`config.mk`:
```
export PLATFORM = sky130hd
export DESIGN_NAME = two_pool_page_frame_allocator_flat
export DESIGN_NICKNAME = d
export VERILOG_FILES = /design/src/hdl/tppfa_pkg.sv /design/src/hdl/tppfa_req_if.sv /design/src/hdl/tppfa_rsp_if.sv /design/src/hdl/tppfa_ram.sv /design/src/hdl/two_pool_page_frame_allocator.sv /design/src/flat_wrapper.sv
export SDC_FILE = /design/constraint.sdc
export NUM_CORES = 2
export LEC_CHECK = 0
export BUFFER_PORTS_ARGS = -buffer_cell sky130_fd_sc_hd__buf_2
export CAP_MARGIN = 20
export CORE_ASPECT_RATIO = 0.5
export CORE_MARGIN = 2
export CORE_UTILIZATION = 35
export DETAILED_ROUTE_END_ITERATION = 10
export GPL_ROUTABILITY_DRIVEN = 0
export PLACE_DENSITY_LB_ADDON = 0.08
export SLEW_MARGIN = 0
export SYNTH_ARGS = -nofsm -noshare
export SYNTH_HDL_FRONTEND = slang
export SYNTH_SLANG_ARGS = --single-unit
```
`constraint.sdc`:
```
create_clock -name i_clk -period 8.55 [get_ports i_clk]
set_input_delay 0.4275 -clock i_clk [delete_from_list [all_inputs] [get_ports i_clk]]
set_output_delay 0.4275 -clock i_clk [all_outputs]
set_load 0.02 [all_outputs]
```
`src/hdl/tppfa_pkg.sv`:
```
`timescale 1ns / 1ps
// ----------------------------------------------------------------------------
// Page allocator package
// Widths, codes and state type shared by the two-pool page allocator files.
// ----------------------------------------------------------------------------
package tppfa_pkg;

    localparam int unsigned ADDR_W      = 32;
    localparam int unsigned PAGE_SHIFT  = 12;
    localparam int unsigned PAGE_NUM_W  = 20;
    localparam int unsigned PAGE_IDX_W  = 16;
    localparam int unsigned COUNT_W     = 17;
    localparam int unsigned LIMIT_W     = 10;
    localparam int unsigned OP_W        = 2;
    localparam int unsigned STATUS_W    = 2;
    localparam int unsigned WORD_W      = 32;
    localparam int unsigned WORD_LW     = 5;
    localparam int unsigned CFG_IDX_W   = 2;
    localparam int unsigned CFG_DATA_W  = 20;

    localparam int unsigned DEF_RAM_PAGES   = 512;
    localparam int unsigned DEF_SWAP_FRAMES = 1024;

    localparam logic [CFG_IDX_W-1:0] CFG_RAM_BASE  = 2'd0;
    localparam logic [CFG_IDX_W-1:0] CFG_SWAP_BASE = 2'd1;
    localparam logic [CFG_IDX_W-1:0] CFG_RAM_LIMIT = 2'd2;

    typedef enum logic [OP_W-1:0] {
        OP_ALLOC_RAM  = 2'd0,
        OP_ALLOC_SWAP = 2'd1,
        OP_FREE_SWAP  = 2'd2,
        OP_FREE_ALL   = 2'd3
    } t_op;

    typedef enum logic [STATUS_W-1:0] {
        ST_GRANTED   = 2'd0,
        ST_EXHAUSTED = 2'd1,
        ST_FREED     = 2'd2
    } t_status;

    typedef enum logic [2:0] {
        S_CLEAR,
        S_IDLE,
        S_SCAN,
        S_FREE_RD,
        S_FREE_WR,
        S_ADDR,
        S_DONE
    } t_state;

endpackage

```
`src/hdl/tppfa_req_if.sv`:
```
`timescale 1ns / 1ps
// ----------------------------------------------------------------------------
// Request channel
// Carries one allocator command word with a valid/ready handshake.
// ----------------------------------------------------------------------------
interface tppfa_req_if;
    import tppfa_pkg::*;

    logic              valid;
    logic              ready;
    logic [OP_W-1:0]   op;
    logic [ADDR_W-1:0] free_address;

    modport source (output valid, op, free_address, input ready);
    modport sink   (input valid, op, free_address, output ready);
endinterface

```
`src/hdl/tppfa_rsp_if.sv`:
```
`timescale 1ns / 1ps
// ----------------------------------------------------------------------------
// Response channel
// Carries one allocator result word with a valid/ready handshake.
// ----------------------------------------------------------------------------
interface tppfa_rsp_if;
    import tppfa_pkg::*;

    logic                valid;
    logic                ready;
    logic [ADDR_W-1:0]   page_address;
    logic [STATUS_W-1:0] status;

    modport source (output valid, page_address, status, input ready);
    modport sink   (input valid, page_address, status, output ready);
endinterface

```
`src/hdl/tppfa_ram.sv`:
```
`timescale 1ns / 1ps
// ----------------------------------------------------------------------------
// Generic RAM
// One write port and one read port with registered read data.
// ----------------------------------------------------------------------------
module tppfa_ram #(
    parameter int unsigned WIDTH = 32,
    parameter int unsigned DEPTH = 16,
    parameter int unsigned AW    = (DEPTH > 1) ? $clog2(DEPTH) : 1
) (
    input  logic             i_clk,
    input  logic             i_we,
    input  logic [AW-1:0]    i_waddr,
    input  logic [WIDTH-1:0] i_wdata,
    input  logic [AW-1:0]    i_raddr,
    output logic [WIDTH-1:0] o_rdata
);
    logic [WIDTH-1:0] r_mem [DEPTH];
    logic [WIDTH-1:0] r_rdata;

    always_ff @(posedge i_clk) begin
        if (i_we) begin
            r_mem[i_waddr] <= i_wdata;
        end
        r_rdata <= r_mem[i_raddr];
    end

    assign o_rdata = r_rdata;
endmodule

```
`src/hdl/two_pool_page_frame_allocator.sv`:
```
`timescale 1ns / 1ps
// ----------------------------------------------------------------------------
// Two-pool page frame allocator
// First-fit allocation of 4 KiB pages from a RAM pool and a swap pool.
// ----------------------------------------------------------------------------
// The block takes one command word on i_req and returns exactly one result
// word on o_rsp. Commands allocate the lowest free RAM page below the page
// limit, allocate the lowest free swap page, free one swap page by address,
// or free every page of both pools. A grant returns the page byte address
// with status granted; an empty pool returns address zero with status
// exhausted; frees return address zero with status free done.
// The used flags live in two RAMs of 32-bit words. One shared scan unit
// reads a word per cycle, masks it against the limit and picks the lowest
// clear bit. An allocation scans the 32-page words below the limit, sets
// the clear flag that it finds and then forms the page byte address.
// Freeing a swap page reads its word, clears the flag and writes the word
// back, and free-all reruns the clearing pass over both bitmaps.
// After reset a clearing pass writes zeros over both bitmaps, one word a
// cycle over as many words as the larger pool has (32 by default);
// i_req stays not ready meanwhile. Configuration writes are taken at any
// time. The result sits in an output register, so a stalled receiver does
// not stop the next command from being accepted and worked on; only the
// hand-off of its result waits.
// ----------------------------------------------------------------------------
module two_pool_page_frame_allocator #(
    parameter int unsigned RAM_PAGES   = tppfa_pkg::DEF_RAM_PAGES,
    parameter int unsigned SWAP_FRAMES = tppfa_pkg::DEF_SWAP_FRAMES
) (
    input  logic                             i_clk,
    input  logic                             i_rst_n,
    tppfa_req_if.sink                        i_req,
    tppfa_rsp_if.source                      o_rsp,
    input  logic                             i_cfg_we,
    input  logic [tppfa_pkg::CFG_IDX_W-1:0]  i_cfg_idx,
    input  logic [tppfa_pkg::CFG_DATA_W-1:0] i_cfg_data
);
    import tppfa_pkg::*;

    // Bitmap geometry: each RAM word holds the used flags of 32 pages.
    localparam int unsigned RAM_ROWS  = (RAM_PAGES + WORD_W - 1) / WORD_W;
    localparam int unsigned SWAP_ROWS = (SWAP_FRAMES + WORD_W - 1) / WORD_W;
    localparam int unsigned MAX_ROWS  = (RAM_ROWS > SWAP_ROWS) ? RAM_ROWS : SWAP_ROWS;
    localparam int unsigned RAM_AW    = (RAM_ROWS > 1) ? $clog2(RAM_ROWS) : 1;
    localparam int unsigned SWAP_AW   = (SWAP_ROWS > 1) ? $clog2(SWAP_ROWS) : 1;
    localparam int unsigned ROW_CW    = $clog2(MAX_ROWS + 1);
    localparam int unsigned LROW_W    = COUNT_W - WORD_LW;

    // Configuration registers.
    logic [PAGE_NUM_W-1:0] r_ram_base;
    logic [PAGE_NUM_W-1:0] r_swap_base;
    logic [LIMIT_W-1:0]    r_ram_limit;

    // Control state.
    t_state                r_state, n_state;
    logic [ROW_CW-1:0]     r_clr, n_clr;
    logic                  r_clr_rsp, n_clr_rsp;
    logic                  r_pend, n_pend;
    logic                  r_out_vld, n_out_vld;

    // Working registers of the current command.
    logic                  r_pool, n_pool;
    logic [COUNT_W-1:0]    r_lim, n_lim;
    logic [ROW_CW-1:0]     r_nrows, n_nrows;
    logic [ROW_CW-1:0]     r_row, n_row;
    logic [ROW_CW-1:0]     r_prow, n_prow;
    logic [PAGE_IDX_W-1:0] r_idx, n_idx;
    logic [ADDR_W-1:0]     r_res_addr, n_res_addr;
    t_status               r_res_status, n_res_status;
    logic [ADDR_W-1:0]     r_out_addr, n_out_addr;
    t_status               r_out_status, n_out_status;

    // Bitmap RAM ports.
    logic                  ram_we, swap_we;
    logic [RAM_AW-1:0]     ram_waddr, ram_raddr;
    logic [SWAP_AW-1:0]    swap_waddr, swap_raddr;
    logic [WORD_W-1:0]     ram_wdata, ram_rdata, swap_wdata, swap_rdata;

    // Shared scan unit.
    logic [WORD_W-1:0]     scan_word, scan_mask, scan_free, scan_low, scan_set;
    logic [WORD_LW-1:0]    scan_pos;
    logic                  scan_found, scan_empty;
    logic [LROW_W-1:0]     lim_row, prow_ext;

    // Command decode at acceptance.
    t_op                   req_op;
    logic                  req_acc;
    logic [COUNT_W-1:0]    ram_lim_eff, lim_sel;
    logic [COUNT_W:0]      rows_sum;
    logic [PAGE_NUM_W-1:0] free_off;
    logic                  free_hit;
    logic                  clr_last;
    logic [PAGE_NUM_W-1:0] page_num;
    logic [PAGE_NUM_W-1:0] base_sel;

    assign req_op  = t_op'(i_req.op);
    assign req_acc = i_req.valid && i_req.ready;
    assign i_req.ready = (r_state == S_IDLE);

    assign o_rsp.valid        = r_out_vld;
    assign o_rsp.page_address = r_out_addr;
    assign o_rsp.status       = r_out_status;

    // The RAM limit saturates at the pool size; swap always scans the pool.
    assign ram_lim_eff = (COUNT_W'(r_ram_limit) > COUNT_W'(RAM_PAGES)) ?
                         COUNT_W'(RAM_PAGES) : COUNT_W'(r_ram_limit);
    assign lim_sel  = (req_op == OP_ALLOC_SWAP) ? COUNT_W'(SWAP_FRAMES) : ram_lim_eff;
    assign rows_sum = {1'b0, lim_sel} + (COUNT_W + 1)'(WORD_W - 1);

    // A swap free only hits when the address is page aligned and in the pool.
    assign free_off = i_req.free_address[ADDR_W-1:PAGE_SHIFT] - r_swap_base;
    assign free_hit = (i_req.free_address[PAGE_SHIFT-1:0] == '0) &&
                      (free_off < PAGE_NUM_W'(SWAP_FRAMES));

    assign clr_last = (r_clr == ROW_CW'(MAX_ROWS - 1));

    // Scan unit: mask the word read last cycle against the limit, then
    // isolate the lowest clear flag with a two's complement trick.
    assign scan_word = r_pool ? swap_rdata : ram_rdata;
    assign lim_row   = r_lim[COUNT_W-1:WORD_LW];
    assign prow_ext  = LROW_W'(r_prow);

    always_comb begin
        if (lim_row > prow_ext) begin
            scan_mask = '1;
        end else if (lim_row == prow_ext) begin
            scan_mask = (WORD_W'(1) << r_lim[WORD_LW-1:0]) - WORD_W'(1);
        end else begin
            scan_mask = '0;
        end
    end

    assign scan_free = ~scan_word & scan_mask;
    assign scan_low  = scan_free & (~scan_free + WORD_W'(1));
    assign scan_set  = scan_word | scan_low;

    always_comb begin
        scan_pos = '0;
        for (int i = 0; i < WORD_W; i++) begin
            if (scan_low[i]) begin
                scan_pos = scan_pos | WORD_LW'(i);
            end
        end
    end

    assign scan_found = r_pend && (scan_free != '0);
    assign scan_empty = !r_pend && (r_row >= r_nrows);

    // Page address: base plus index, wrapping in the 20-bit page space.
    assign base_sel = r_pool ? r_swap_base : r_ram_base;
    assign page_num = base_sel + PAGE_NUM_W'(r_idx);

    // Next state.
    always_comb begin
        n_state = r_state;
        unique case (r_state)
            S_CLEAR: begin
                if (clr_last) begin
                    n_state = r_clr_rsp ? S_DONE : S_IDLE;
                end
            end
            S_IDLE: begin
                if (req_acc) begin
                    unique case (req_op) inside
                        OP_ALLOC_RAM, OP_ALLOC_SWAP: n_state = S_SCAN;
                        OP_FREE_SWAP: n_state = free_hit ? S_FREE_RD : S_DONE;
                        OP_FREE_ALL:  n_state = S_CLEAR;
                        default:      n_state = S_IDLE;
                    endcase
                end
            end
            S_SCAN: begin
                if (scan_found) begin
                    n_state = S_ADDR;
                end else if (scan_empty) begin
                    n_state = S_DONE;
                end
            end
            S_FREE_RD: n_state = S_FREE_WR;
            S_FREE_WR: n_state = S_DONE;
            S_ADDR:    n_state = S_DONE;
            S_DONE: begin
                if (!r_out_vld || o_rsp.ready) begin
                    n_state = S_IDLE;
                end
            end
            default:   n_state = S_IDLE;
        endcase
    end

    // Datapath and output controls.
    always_comb begin
        n_clr        = r_clr;
        n_clr_rsp    = r_clr_rsp;
        n_pend       = r_pend;
        n_pool       = r_pool;
        n_lim        = r_lim;
        n_nrows      = r_nrows;
        n_row        = r_row;
        n_prow       = r_prow;
        n_idx        = r_idx;
        n_res_addr   = r_res_addr;
        n_res_status = r_res_status;
        n_out_vld    = r_out_vld;
        n_out_addr   = r_out_addr;
        n_out_status = r_out_status;
        ram_we       = 1'b0;
        ram_waddr    = RAM_AW'(r_prow);
        ram_wdata    = scan_set;
        ram_raddr    = RAM_AW'(r_row);
        swap_we      = 1'b0;
        swap_waddr   = SWAP_AW'(r_prow);
        swap_wdata   = scan_set;
        swap_raddr   = SWAP_AW'(r_row);

        if (r_out_vld && o_rsp.ready) begin
            n_out_vld = 1'b0;
        end

        unique case (r_state)
            S_CLEAR: begin
                ram_we     = (r_clr < ROW_CW'(RAM_ROWS));
                swap_we    = (r_clr < ROW_CW'(SWAP_ROWS));
                ram_waddr  = RAM_AW'(r_clr);
                swap_waddr = SWAP_AW'(r_clr);
                ram_wdata  = '0;
                swap_wdata = '0;
                n_clr      = r_clr + ROW_CW'(1);
                if (clr_last) begin
                    n_clr = '0;
                end
            end
            S_IDLE: begin
                if (req_acc) begin
                    n_pool       = (req_op == OP_ALLOC_SWAP);
                    n_lim        = lim_sel;
                    n_nrows      = ROW_CW'(rows_sum >> WORD_LW);
                    n_row        = '0;
                    n_pend       = 1'b0;
                    n_idx        = free_off[PAGE_IDX_W-1:0];
                    n_res_addr   = '0;
                    n_res_status = ST_FREED;
                    n_clr        = '0;
                    n_clr_rsp    = (req_op == OP_FREE_ALL);
                end
            end
            S_SCAN: begin
                // Issue the next word while checking the one read last cycle.
                n_pend = (r_row < r_nrows);
                n_prow = r_row;
                if (r_row < r_nrows) begin
                    n_row = r_row + ROW_CW'(1);
                end
                if (scan_found) begin
                    ram_we       = !r_pool;
                    swap_we      = r_pool;
                    n_idx        = PAGE_IDX_W'({r_prow, scan_pos});
                    n_res_status = ST_GRANTED;
                end else if (scan_empty) begin
                    n_res_status = ST_EXHAUSTED;
                end
            end
            S_FREE_RD: begin
                swap_raddr = SWAP_AW'(r_idx[PAGE_IDX_W-1:WORD_LW]);
            end
            S_FREE_WR: begin
                swap_we    = 1'b1;
                swap_waddr = SWAP_AW'(r_idx[PAGE_IDX_W-1:WORD_LW]);
                swap_wdata = swap_rdata & ~(WORD_W'(1) << r_idx[WORD_LW-1:0]);
            end
            S_ADDR: begin
                n_res_addr = {page_num, {PAGE_SHIFT{1'b0}}};
            end
            S_DONE: begin
                if (!r_out_vld || o_rsp.ready) begin
                    n_out_vld    = 1'b1;
                    n_out_addr   = r_res_addr;
                    n_out_status = r_res_status;
                end
            end
            default: begin
                n_out_vld = 1'b0;
            end
        endcase
    end

    // Configuration registers.
    always_ff @(posedge i_clk) begin
        if (!i_rst_n) begin
            r_ram_base  <= '0;
            r_swap_base <= '0;
            r_ram_limit <= '0;
        end else if (i_cfg_we) begin
            unique case (i_cfg_idx)
                CFG_RAM_BASE:  r_ram_base  <= i_cfg_data[PAGE_NUM_W-1:0];
                CFG_SWAP_BASE: r_swap_base <= i_cfg_data[PAGE_NUM_W-1:0];
                CFG_RAM_LIMIT: r_ram_limit <= i_cfg_data[LIMIT_W-1:0];
                default: begin
                end
            endcase
        end
    end

    // Control registers; reset starts the clearing pass.
    always_ff @(posedge i_clk) begin
        if (!i_rst_n) begin
            r_state   <= S_CLEAR;
            r_clr     <= '0;
            r_clr_rsp <= 1'b0;
            r_pend    <= 1'b0;
            r_out_vld <= 1'b0;
        end else begin
            r_state   <= n_state;
            r_clr     <= n_clr;
            r_clr_rsp <= n_clr_rsp;
            r_pend    <= n_pend;
            r_out_vld <= n_out_vld;
        end
    end

    always_ff @(posedge i_clk) begin
        r_pool       <= n_pool;
        r_lim        <= n_lim;
        r_nrows      <= n_nrows;
        r_row        <= n_row;
        r_prow       <= n_prow;
        r_idx        <= n_idx;
        r_res_addr   <= n_res_addr;
        r_res_status <= n_res_status;
        r_out_addr   <= n_out_addr;
        r_out_status <= n_out_status;
    end

    tppfa_ram #(
        .WIDTH (WORD_W),
        .DEPTH (RAM_ROWS)
    ) u_ram_map (
        .i_clk   (i_clk),
        .i_we    (ram_we),
        .i_waddr (ram_waddr),
        .i_wdata (ram_wdata),
        .i_raddr (ram_raddr),
        .o_rdata (ram_rdata)
    );

    tppfa_ram #(
        .WIDTH (WORD_W),
        .DEPTH (SWAP_ROWS)
    ) u_swap_map (
        .i_clk   (i_clk),
        .i_we    (swap_we),
        .i_waddr (swap_waddr),
        .i_wdata (swap_wdata),
        .i_raddr (swap_raddr),
        .o_rdata (swap_rdata)
    );
endmodule

```
`src/flat_wrapper.sv`:
```
// flat-port wrapper written by rule: the top's interface ports become plain ports
module two_pool_page_frame_allocator_flat import tppfa_pkg::*;
#(
    parameter int unsigned RAM_PAGES   = tppfa_pkg::DEF_RAM_PAGES,
    parameter int unsigned SWAP_FRAMES = tppfa_pkg::DEF_SWAP_FRAMES
)
  (i_clk, i_rst_n, i_cfg_we, i_cfg_idx, i_cfg_data, i_req_valid, i_req_op, i_req_free_address, i_req_ready, o_rsp_valid, o_rsp_page_address, o_rsp_status, o_rsp_ready);
  tppfa_req_if i_req_i ();
  tppfa_rsp_if o_rsp_i ();
  input  logic i_clk;
  input  logic i_rst_n;
  input  logic i_cfg_we;
  input  logic [tppfa_pkg::CFG_IDX_W-1:0] i_cfg_idx;
  input  logic [tppfa_pkg::CFG_DATA_W-1:0] i_cfg_data;
  input wire logic [$bits(i_req_i.valid)-1:0] i_req_valid;
  input wire logic [$bits(i_req_i.op)-1:0] i_req_op;
  input wire logic [$bits(i_req_i.free_address)-1:0] i_req_free_address;
  output wire logic [$bits(i_req_i.ready)-1:0] i_req_ready;
  output wire logic [$bits(o_rsp_i.valid)-1:0] o_rsp_valid;
  output wire logic [$bits(o_rsp_i.page_address)-1:0] o_rsp_page_address;
  output wire logic [$bits(o_rsp_i.status)-1:0] o_rsp_status;
  input wire logic [$bits(o_rsp_i.ready)-1:0] o_rsp_ready;
  assign i_req_i.valid = i_req_valid;
  assign i_req_i.op = i_req_op;
  assign i_req_i.free_address = i_req_free_address;
  assign i_req_ready = i_req_i.ready;
  assign o_rsp_valid = o_rsp_i.valid;
  assign o_rsp_page_address = o_rsp_i.page_address;
  assign o_rsp_status = o_rsp_i.status;
  assign o_rsp_i.ready = o_rsp_ready;
  two_pool_page_frame_allocator #(.RAM_PAGES(RAM_PAGES), .SWAP_FRAMES(SWAP_FRAMES)) u_core (.i_clk(i_clk), .i_rst_n(i_rst_n), .i_req(i_req_i), .o_rsp(o_rsp_i), .i_cfg_we(i_cfg_we), .i_cfg_idx(i_cfg_idx), .i_cfg_data(i_cfg_data));
endmodule
```
==> Yosys cells after proc, flatten, opt, wreduce, memory -nomap -nowiden <==
Memories as Yosys holds them, arrays and structs flattened. A register that Yosys moved wholly into a read port is not among the register bits.
Cells that the tools add are included.
{ "totals": {"reg_bits": 182, "ramBits": 1536, "input_bits": 61, "output_inout_bits": 36, "memories": 2} }
{ "classes": {"addsub": 7, "magnitude_cmp": 7, "eq_ne": 23, "n_shift": 2, "muxes": 128, "bitwise_logic": 7, "n_reduce_logical": 32} }
{ "memory_table": {"columns": ["name", "words", "word_bits", "read_ports", "rd_ports_with_merged_regs", "wr", "line", "rtl"], "rows": [
  ["u_core.u_swap_map.r_mem", 32, 32, 1, 1, 1, "tppfa_ram.sv:18", "logic [WIDTH-1:0] r_mem [DEPTH];"],
  ["u_core.u_ram_map.r_mem", 16, 32, 1, 1, 1, "tppfa_ram.sv:18", null]
]} }
{ "op_table": {"columns": ["operator", "count"], "rows": [
  ["32-bit two-way mux", 9],
  ["20-bit two-way mux", 11],
  ["32-bit one-hot mux with 2 select lines", 2],
  ["32-bit AND", 3],
  ["32-bit NOT", 3],
  ["5-bit two-way mux", 17],
  ["16-bit two-way mux", 4],
  ["1-bit by 5-bit left shift with 32-bit output (first input constant)", 2],
  ["10-bit two-way mux", 6],
  ["3-bit two-way mux", 19],
  ["6-bit two-way mux", 8],
  ["4-bit two-way mux", 9],
  ["17-bit two-way mux", 2],
  ["32-bit by 1-bit adder with 32-bit output (second input constant)", 1],
  ["32-bit bitwise OR", 1],
  ["16-bit one-hot mux with 2 select lines", 1],
  ["32-bit nonzero test", 1],
  ["32-bit by 2-bit subtractor with 32-bit output (second input constant)", 1],
  ["6-bit one-hot mux with 2 select lines", 2],
  ["2-bit two-way mux", 11],
  ["20-bit by 16-bit adder with 20-bit output", 1],
  ["20-bit by 11-bit less-than comparator with 1-bit output (second input constant)", 1],
  ["20-bit subtractor", 1],
  ["1-bit two-way mux", 18],
  ["37 further kinds", 72]
]} }

==> Longest topological paths before layout <==
{ "depth": {"ltp_word": 43, "depth_mapped": 18} }

==> By module <==
From an unflattened synthesis, not the netlist that was laid out.
{ "unflattened": {"hier_cells": 4465, "area_unflattened_um2": 71496.1} }
{ "by_module_without_submodules": {"columns": ["module", "n_inst", "cells_each", "area_each_um2", "seq_area_each_um2"], "rows": [
  ["tppfa_ram at u_core.u_swap_map", 1, 2260, 40487.6, 31390.1],
  ["tppfa_ram at u_core.u_ram_map", 1, 838, 19835.3, 16015.4],
  ["two_pool_page_frame_allocator", 1, 1367, 11173.2, 3913.8]
]} }

==> Worst setup path before layout <==
Ideal clock, no wire load.
{ "synth_timing": {"path_type": "flip-flop to flip-flop", "start": "register u_core.r_lim[0]", "end": "memory u_core.u_swap_map.r_mem[18][0], enable pin", "setup_time_ps": 502, "arrival_time_ps": 6987, "path_slack_ps": 1061, "stages_incl_launch_ff": 18, "path_buffers": 5, "cell_sequence": "edfxtp_1 buf_6 or3_4 or3_4 ha_1 clkbuf_1 or2_2 clkbuf_1 o32a_1 o21a_1 o2111a_1 and4_1 a31oi_2 a31oi_1 or2_1 clkbuf_1 buf_2 nor4_1"} }
{ "synth_between": {"elab_chain_cells": 13} }
{ "synth_lines": {"columns": ["item", "line", "rtl"], "rows": [
  ["start, declared", "two_pool_page_frame_allocator.sv:62", "logic [COUNT_W-1:0] r_lim, n_lim;"],
  ["start signal, assigned", "two_pool_page_frame_allocator.sv:322", "r_lim <= n_lim;"],
  ["1-bit by 5-bit left shift with 32-bit output", "two_pool_page_frame_allocator.sv:126", "scan_mask = (WORD_W'(1) << r_lim[WORD_LW-1:0]) - WORD_W'(1);"],
  ["32-bit by 2-bit subtractor with 32-bit output", "two_pool_page_frame_allocator.sv:126", null],
  ["32-bit two-way mux", "two_pool_page_frame_allocator.sv:125", "end else if (lim_row == prow_ext) begin"],
  ["32-bit two-way mux (2 in a row)", "two_pool_page_frame_allocator.sv:123", "if (lim_row > prow_ext) begin"],
  ["32-bit AND", "two_pool_page_frame_allocator.sv:132", "assign scan_free = ~scan_word & scan_mask;"],
  ["32-bit nonzero test", "two_pool_page_frame_allocator.sv:145", "assign scan_found = r_pend && (scan_free != '0);"],
  ["1-bit logical AND", "two_pool_page_frame_allocator.sv:145", null],
  ["1-bit two-way mux", "two_pool_page_frame_allocator.sv:253", "if (scan_found) begin"],
  ["1-bit two-way mux", "two_pool_page_frame_allocator.sv:219", "unique case (r_state)"],
  ["1-bit one-hot mux with 3 select lines", "two_pool_page_frame_allocator.sv:219", null],
  ["1-bit two-way mux", "tppfa_ram.sv:22", "if (i_we) begin"],
  ["1-bit two-way mux (not written as such)", "tppfa_ram.sv:23", "r_mem[i_waddr] <= i_wdata;"],
  ["end, declared", "tppfa_ram.sv:18", null]
]} }
Every way passes these cells. The select of a mux whose other input is x is not followed.

==> Final worst setup path <==
{ "layout_timing": {"start": "register u_core.r_lim[1]", "end": "memory u_core.u_swap_map.r_mem[5][0], enable pin"} }
Same word-level chain as after synthesis.

==> impl_metrics.json <==
{
  "status": "complete, no violations",
  "synth_warnings": 0,
  "clkPwrFrac": 0.430,
  "grt_start_max_net_pins": 133,
  "power_frac_comb": 0.023,
  "worst_pin_slew_ns": 1.18,
  "drt-vias-per-instance": 5.43,
  "path_class": "flop to flop",
  "netlist_area_um2": 71300,
  "synthToLayoutAreaGrowth_pct": 14.7,
  "wl_met3_um": 12200,
  "setup_viol_count_final": 0,
  "postSynthCellCount": 4096,
  "start_util": 0.351,
  "synth_ff_type": "edfxtp_1",
  "postCtsSetupBuffers": 0,
  "core_um2": 203000,
  "path_common_cell": "or2_2",
  "cp-end-kind": "flop",
  "cts_sinks": 1751,
  "final_area_um2": 81700,
  "vdd_drop_max_uv": 127,
  "nFillCells": 18500,
  "io_pins": 97,
  "final_common_cell": "edfxtp_1",
  "ys_seq_elements": 1751,
  "cp_slowest_cell": "nor4_1",
  "finalNetCount": 4426,
  "rows": 117,
  "r2r_end": "u_core.u_swap_map.r_mem[5][0]$_DFFE_PP_",
  "worstPathRequired_ns": 9.04,
  "grt_pass1_vias": 39100,
  "ys_async_sr_fraction": 0,
  "finalCritPeriodShare": 0.789,
  "whs_endpoint": "u_core.r_ram_base[6]$_SDFFE_PN0P_",
  "m1WireLength_um": 99700,
  "yosysUniqueCellTypes": 86,
  "synth-seq-area-share": 0.720,
  "die_y_um": 323,
  "portBuffers": 84,
  "reg2regPathDepth": 13,
  "arrival_ns": 7.24,
  "synth_edf_count": 1625,
  "min_period_ns": 6.75,
  "wl_per_cell_um": 29.8,
  "min_path_cells": 4,
  "antenna_left": 0,
  "crit_family": "simple AND/OR/NAND/NOR gates",
  "antenna_found_initial": 13,
  "worstPathMaxFanout": 31,
  "maxCapViolations": 0,
  "switchingPower_w": 0.00356,
  "critical_path_buf_inv_count": 1,
  "cpPeakStageDelay_ns": 0.93,
  "start_kind": "flop",
  "met2_length_um": 97500,
  "reg2reg_from": "u_core.r_lim[1]$_DFFE_PP_",
  "hold_path_class": "primary input to flop",
  "highest-signal-layer": "met4",
  "p_leak_nw": 26.4,
  "drt_iter0_markers": 3944,
  "vias": 39000,
  "pwr-share-seq": 0.547,
  "h-tree-depth": 4,
  "hp-start": "i_cfg_idx[0]",
  "dr.pass1.iters": 6,
  "place_area_um2": 76000,
  "fp.dieW_um": 642,
  "r2r_slack_ns": 1.80,
  "rsz0062_at_grt": "no",
  "cts_buffer_depth": 4,
  "clk_latency_ns": 0.84,
  "grt.total_usage": 0.204,
  "root_buffer": "clkbuf_16",
  "skew_ns": 0.0569,
  "crit_path_cell_trace": "nor4_1 > nand2_1 > ha_1 > or2_2 > o32a_1 > o21a_1 > o2111a_1 > and4_1 > a31oi_2 > a31oi_1 > or2_2 > nor4_2 > buf_4",
  "die_area_um2": 207000,
  "grt_pass1_wl_um": 302000,
  "syn_area_per_cell_um2": 17.4,
  "slew-limit-headroom": 0.214,
  "p_int_w": 0.0136,
  "clkTransAtPathRegs_ns": 0.08,
  "mostFrequentLayoutCells": "edfxtp_1, nand2_1, mux4_2",
  "timing.fmax_ghz": 0.148,
  "grt-ovfl-total": 0,
  "hold_viol": 0,
  "p_sw_frac": 0.207,
  "cts_buffers": 173,
  "power_density_nw_per_um2": 210,
  "dpl.hpwl_um": 131000,
  "drc": 0,
  "final_max_slew_viol_count": 0,
  "routed_wl_um": 214000,
  "post_route_cells_drive_above_1_share": 0.232,
  "setup_tns_ns": 0,
  "crit_start": "u_core.r_lim[1]$_DFFE_PP_",
  "cts_tree": "built"
}
## worst max path at each step
stage	endpoint	slack, ns	depth (start not counted)
after floorplan	u_core.u_swap_map.r_mem[18][0]$_DFFE_PP_	1.06	17
after global placement	u_core.u_ram_map.r_mem[2][30]$_DFFE_PP_	2.00	13
after detailed placement	u_core.u_swap_map.r_mem[5][1]$_DFFE_PP_	1.92	13
after CTS	u_core.u_swap_map.r_mem[5][10]$_DFFE_PP_	1.88	13
after global routing	u_core.u_swap_map.r_mem[12][17]$_DFFE_PP_	1.44	13
final	u_core.u_swap_map.r_mem[5][0]$_DFFE_PP_	1.80	13
## cell families after synthesis
group | share of synthesized area
xor+xnor | 0.00344
compound gates | 0.0367
simple gates | 0.0695
fa+ha+maj | 0.00934
other cells | 0.0000526
mux | 0.144
buf+inv | 0.0167
flops | 0.720
## Yosys cell counts (17+ instances only)
master	number	area [um^2]
ha_1	50	626
clkbuf_1	142	533
nand3_1	209	1050
and2_1	19	119
nor3_1	39	195
o21a_1	19	143
nor2_1	115	432
a31o_2	17	149
mux2_2	30	338
a21boi_0	47	353
buf_1	64	240
dfxtp_1	126	2520
mux2i_1	57	571
mux4_2	416	9370
nor2b_1	31	194
o21ai_0	101	505
inv_1	66	248
nor4_1	45	282
nand2_1	499	1870
edfxtp_1	1625	48800
a21oi_1	86	430
## metrics by stage
step | hold slack, ns | cells | total power [W] | setup slack [ns] | utilization
3_3_place_gp | 0.404 | 6822 | 0.00998 | 2.00 | 0.374
3_5_place_dp | 0.406 | 6833 | 0.00999 | 1.92 | 0.375
2_1_floorplan | 0.400 | 4107 | 0.00981 | 1.06 | -
6_report | 0.0316 | 7179 | 0.0172 | 1.80 | 0.403
4_1_cts | 0.0192 | 7155 | 0.0174 | 1.88 | 0.402
5_1_grt | 0.0303 | 7174 | 0.0177 | 1.44 | 0.403
## metal layers
| metal | vias to the layer above | global-route usage |
|---|---|---|
| li1 | 16700 | - |
| met1 | 20800 | 0.303 |
| met2 | 1227 | 0.317 |
| met3 | 257 | 0.0332 |
| met4 | 0 | 0.0447 |
| met5 | - | 0 |
## power groups by stage
| stage | clock (W) | sequential, W | combinational (W) |
|---|---|---|---|
| 4_1_cts | 0.00758 | 0.00941 | 0.000402 |
| 6_report | 0.00738 | 0.00941 | 0.000396 |
| 3_5_place_dp | 0 | 0.00960 | 0.000392 |
| 3_3_place_gp | 0 | 0.00959 | 0.000384 |
| 5_1_grt | 0.00789 | 0.00942 | 0.000431 |
| 2_1_floorplan | 0 | 0.00958 | 0.000224 |
## layout make-up
class / count / area, um^2 / area share
flip-flops and latches: 1751 / 51300 / 0.628
multi-input cells: 2057 / 19400 / 0.237
clock buffers: 223 / 4640 / 0.0568
well taps: 2737 / 3420 / 0.0419
repair buffers: 264 / 2070 / 0.0253
clock inverters: 76 / 627 / 0.00767
inverters: 66 / 248 / 0.00303
diodes: 5 / 12.5 / 0.000153
## worst min-delay path, delay by kind of cell
| family | cells | cell delay, ns |
|---|---|---|
| and+or+nand+nor | 2 | 0.16 |
| buffers and inverters | 1 | 0.13 |
| AOI/OAI and AO/OA | 1 | 0.06 |
## sequential cells by signal (all words and copies together) (netlist names), 6 cells and up
signal                     cells
u_core.r_ram_limit            10
u_core.u_ram_map.r_mem       512
u_core.r_swap_base            20
u_core.r_clr                   6
u_core.u_ram_map.o_rdata      32
u_core.u_swap_map.o_rdata     32
u_core.r_prow                  6
u_core.r_idx                  16
u_core.r_row                   6
u_core.r_lim                  11
u_core.o_rsp.page_address     20
u_core.r_ram_base             20
u_core.r_res_addr             20
u_core.u_swap_map.r_mem     1024
u_core.r_nrows                 6
## repair_timing
action / 4_1_cts / 5_1_grt
resized for setup: 0 / 0
hold endpoints to repair: 52 / 0
hold buffers: 23 / 0
(Power assumes the default switching activity.)
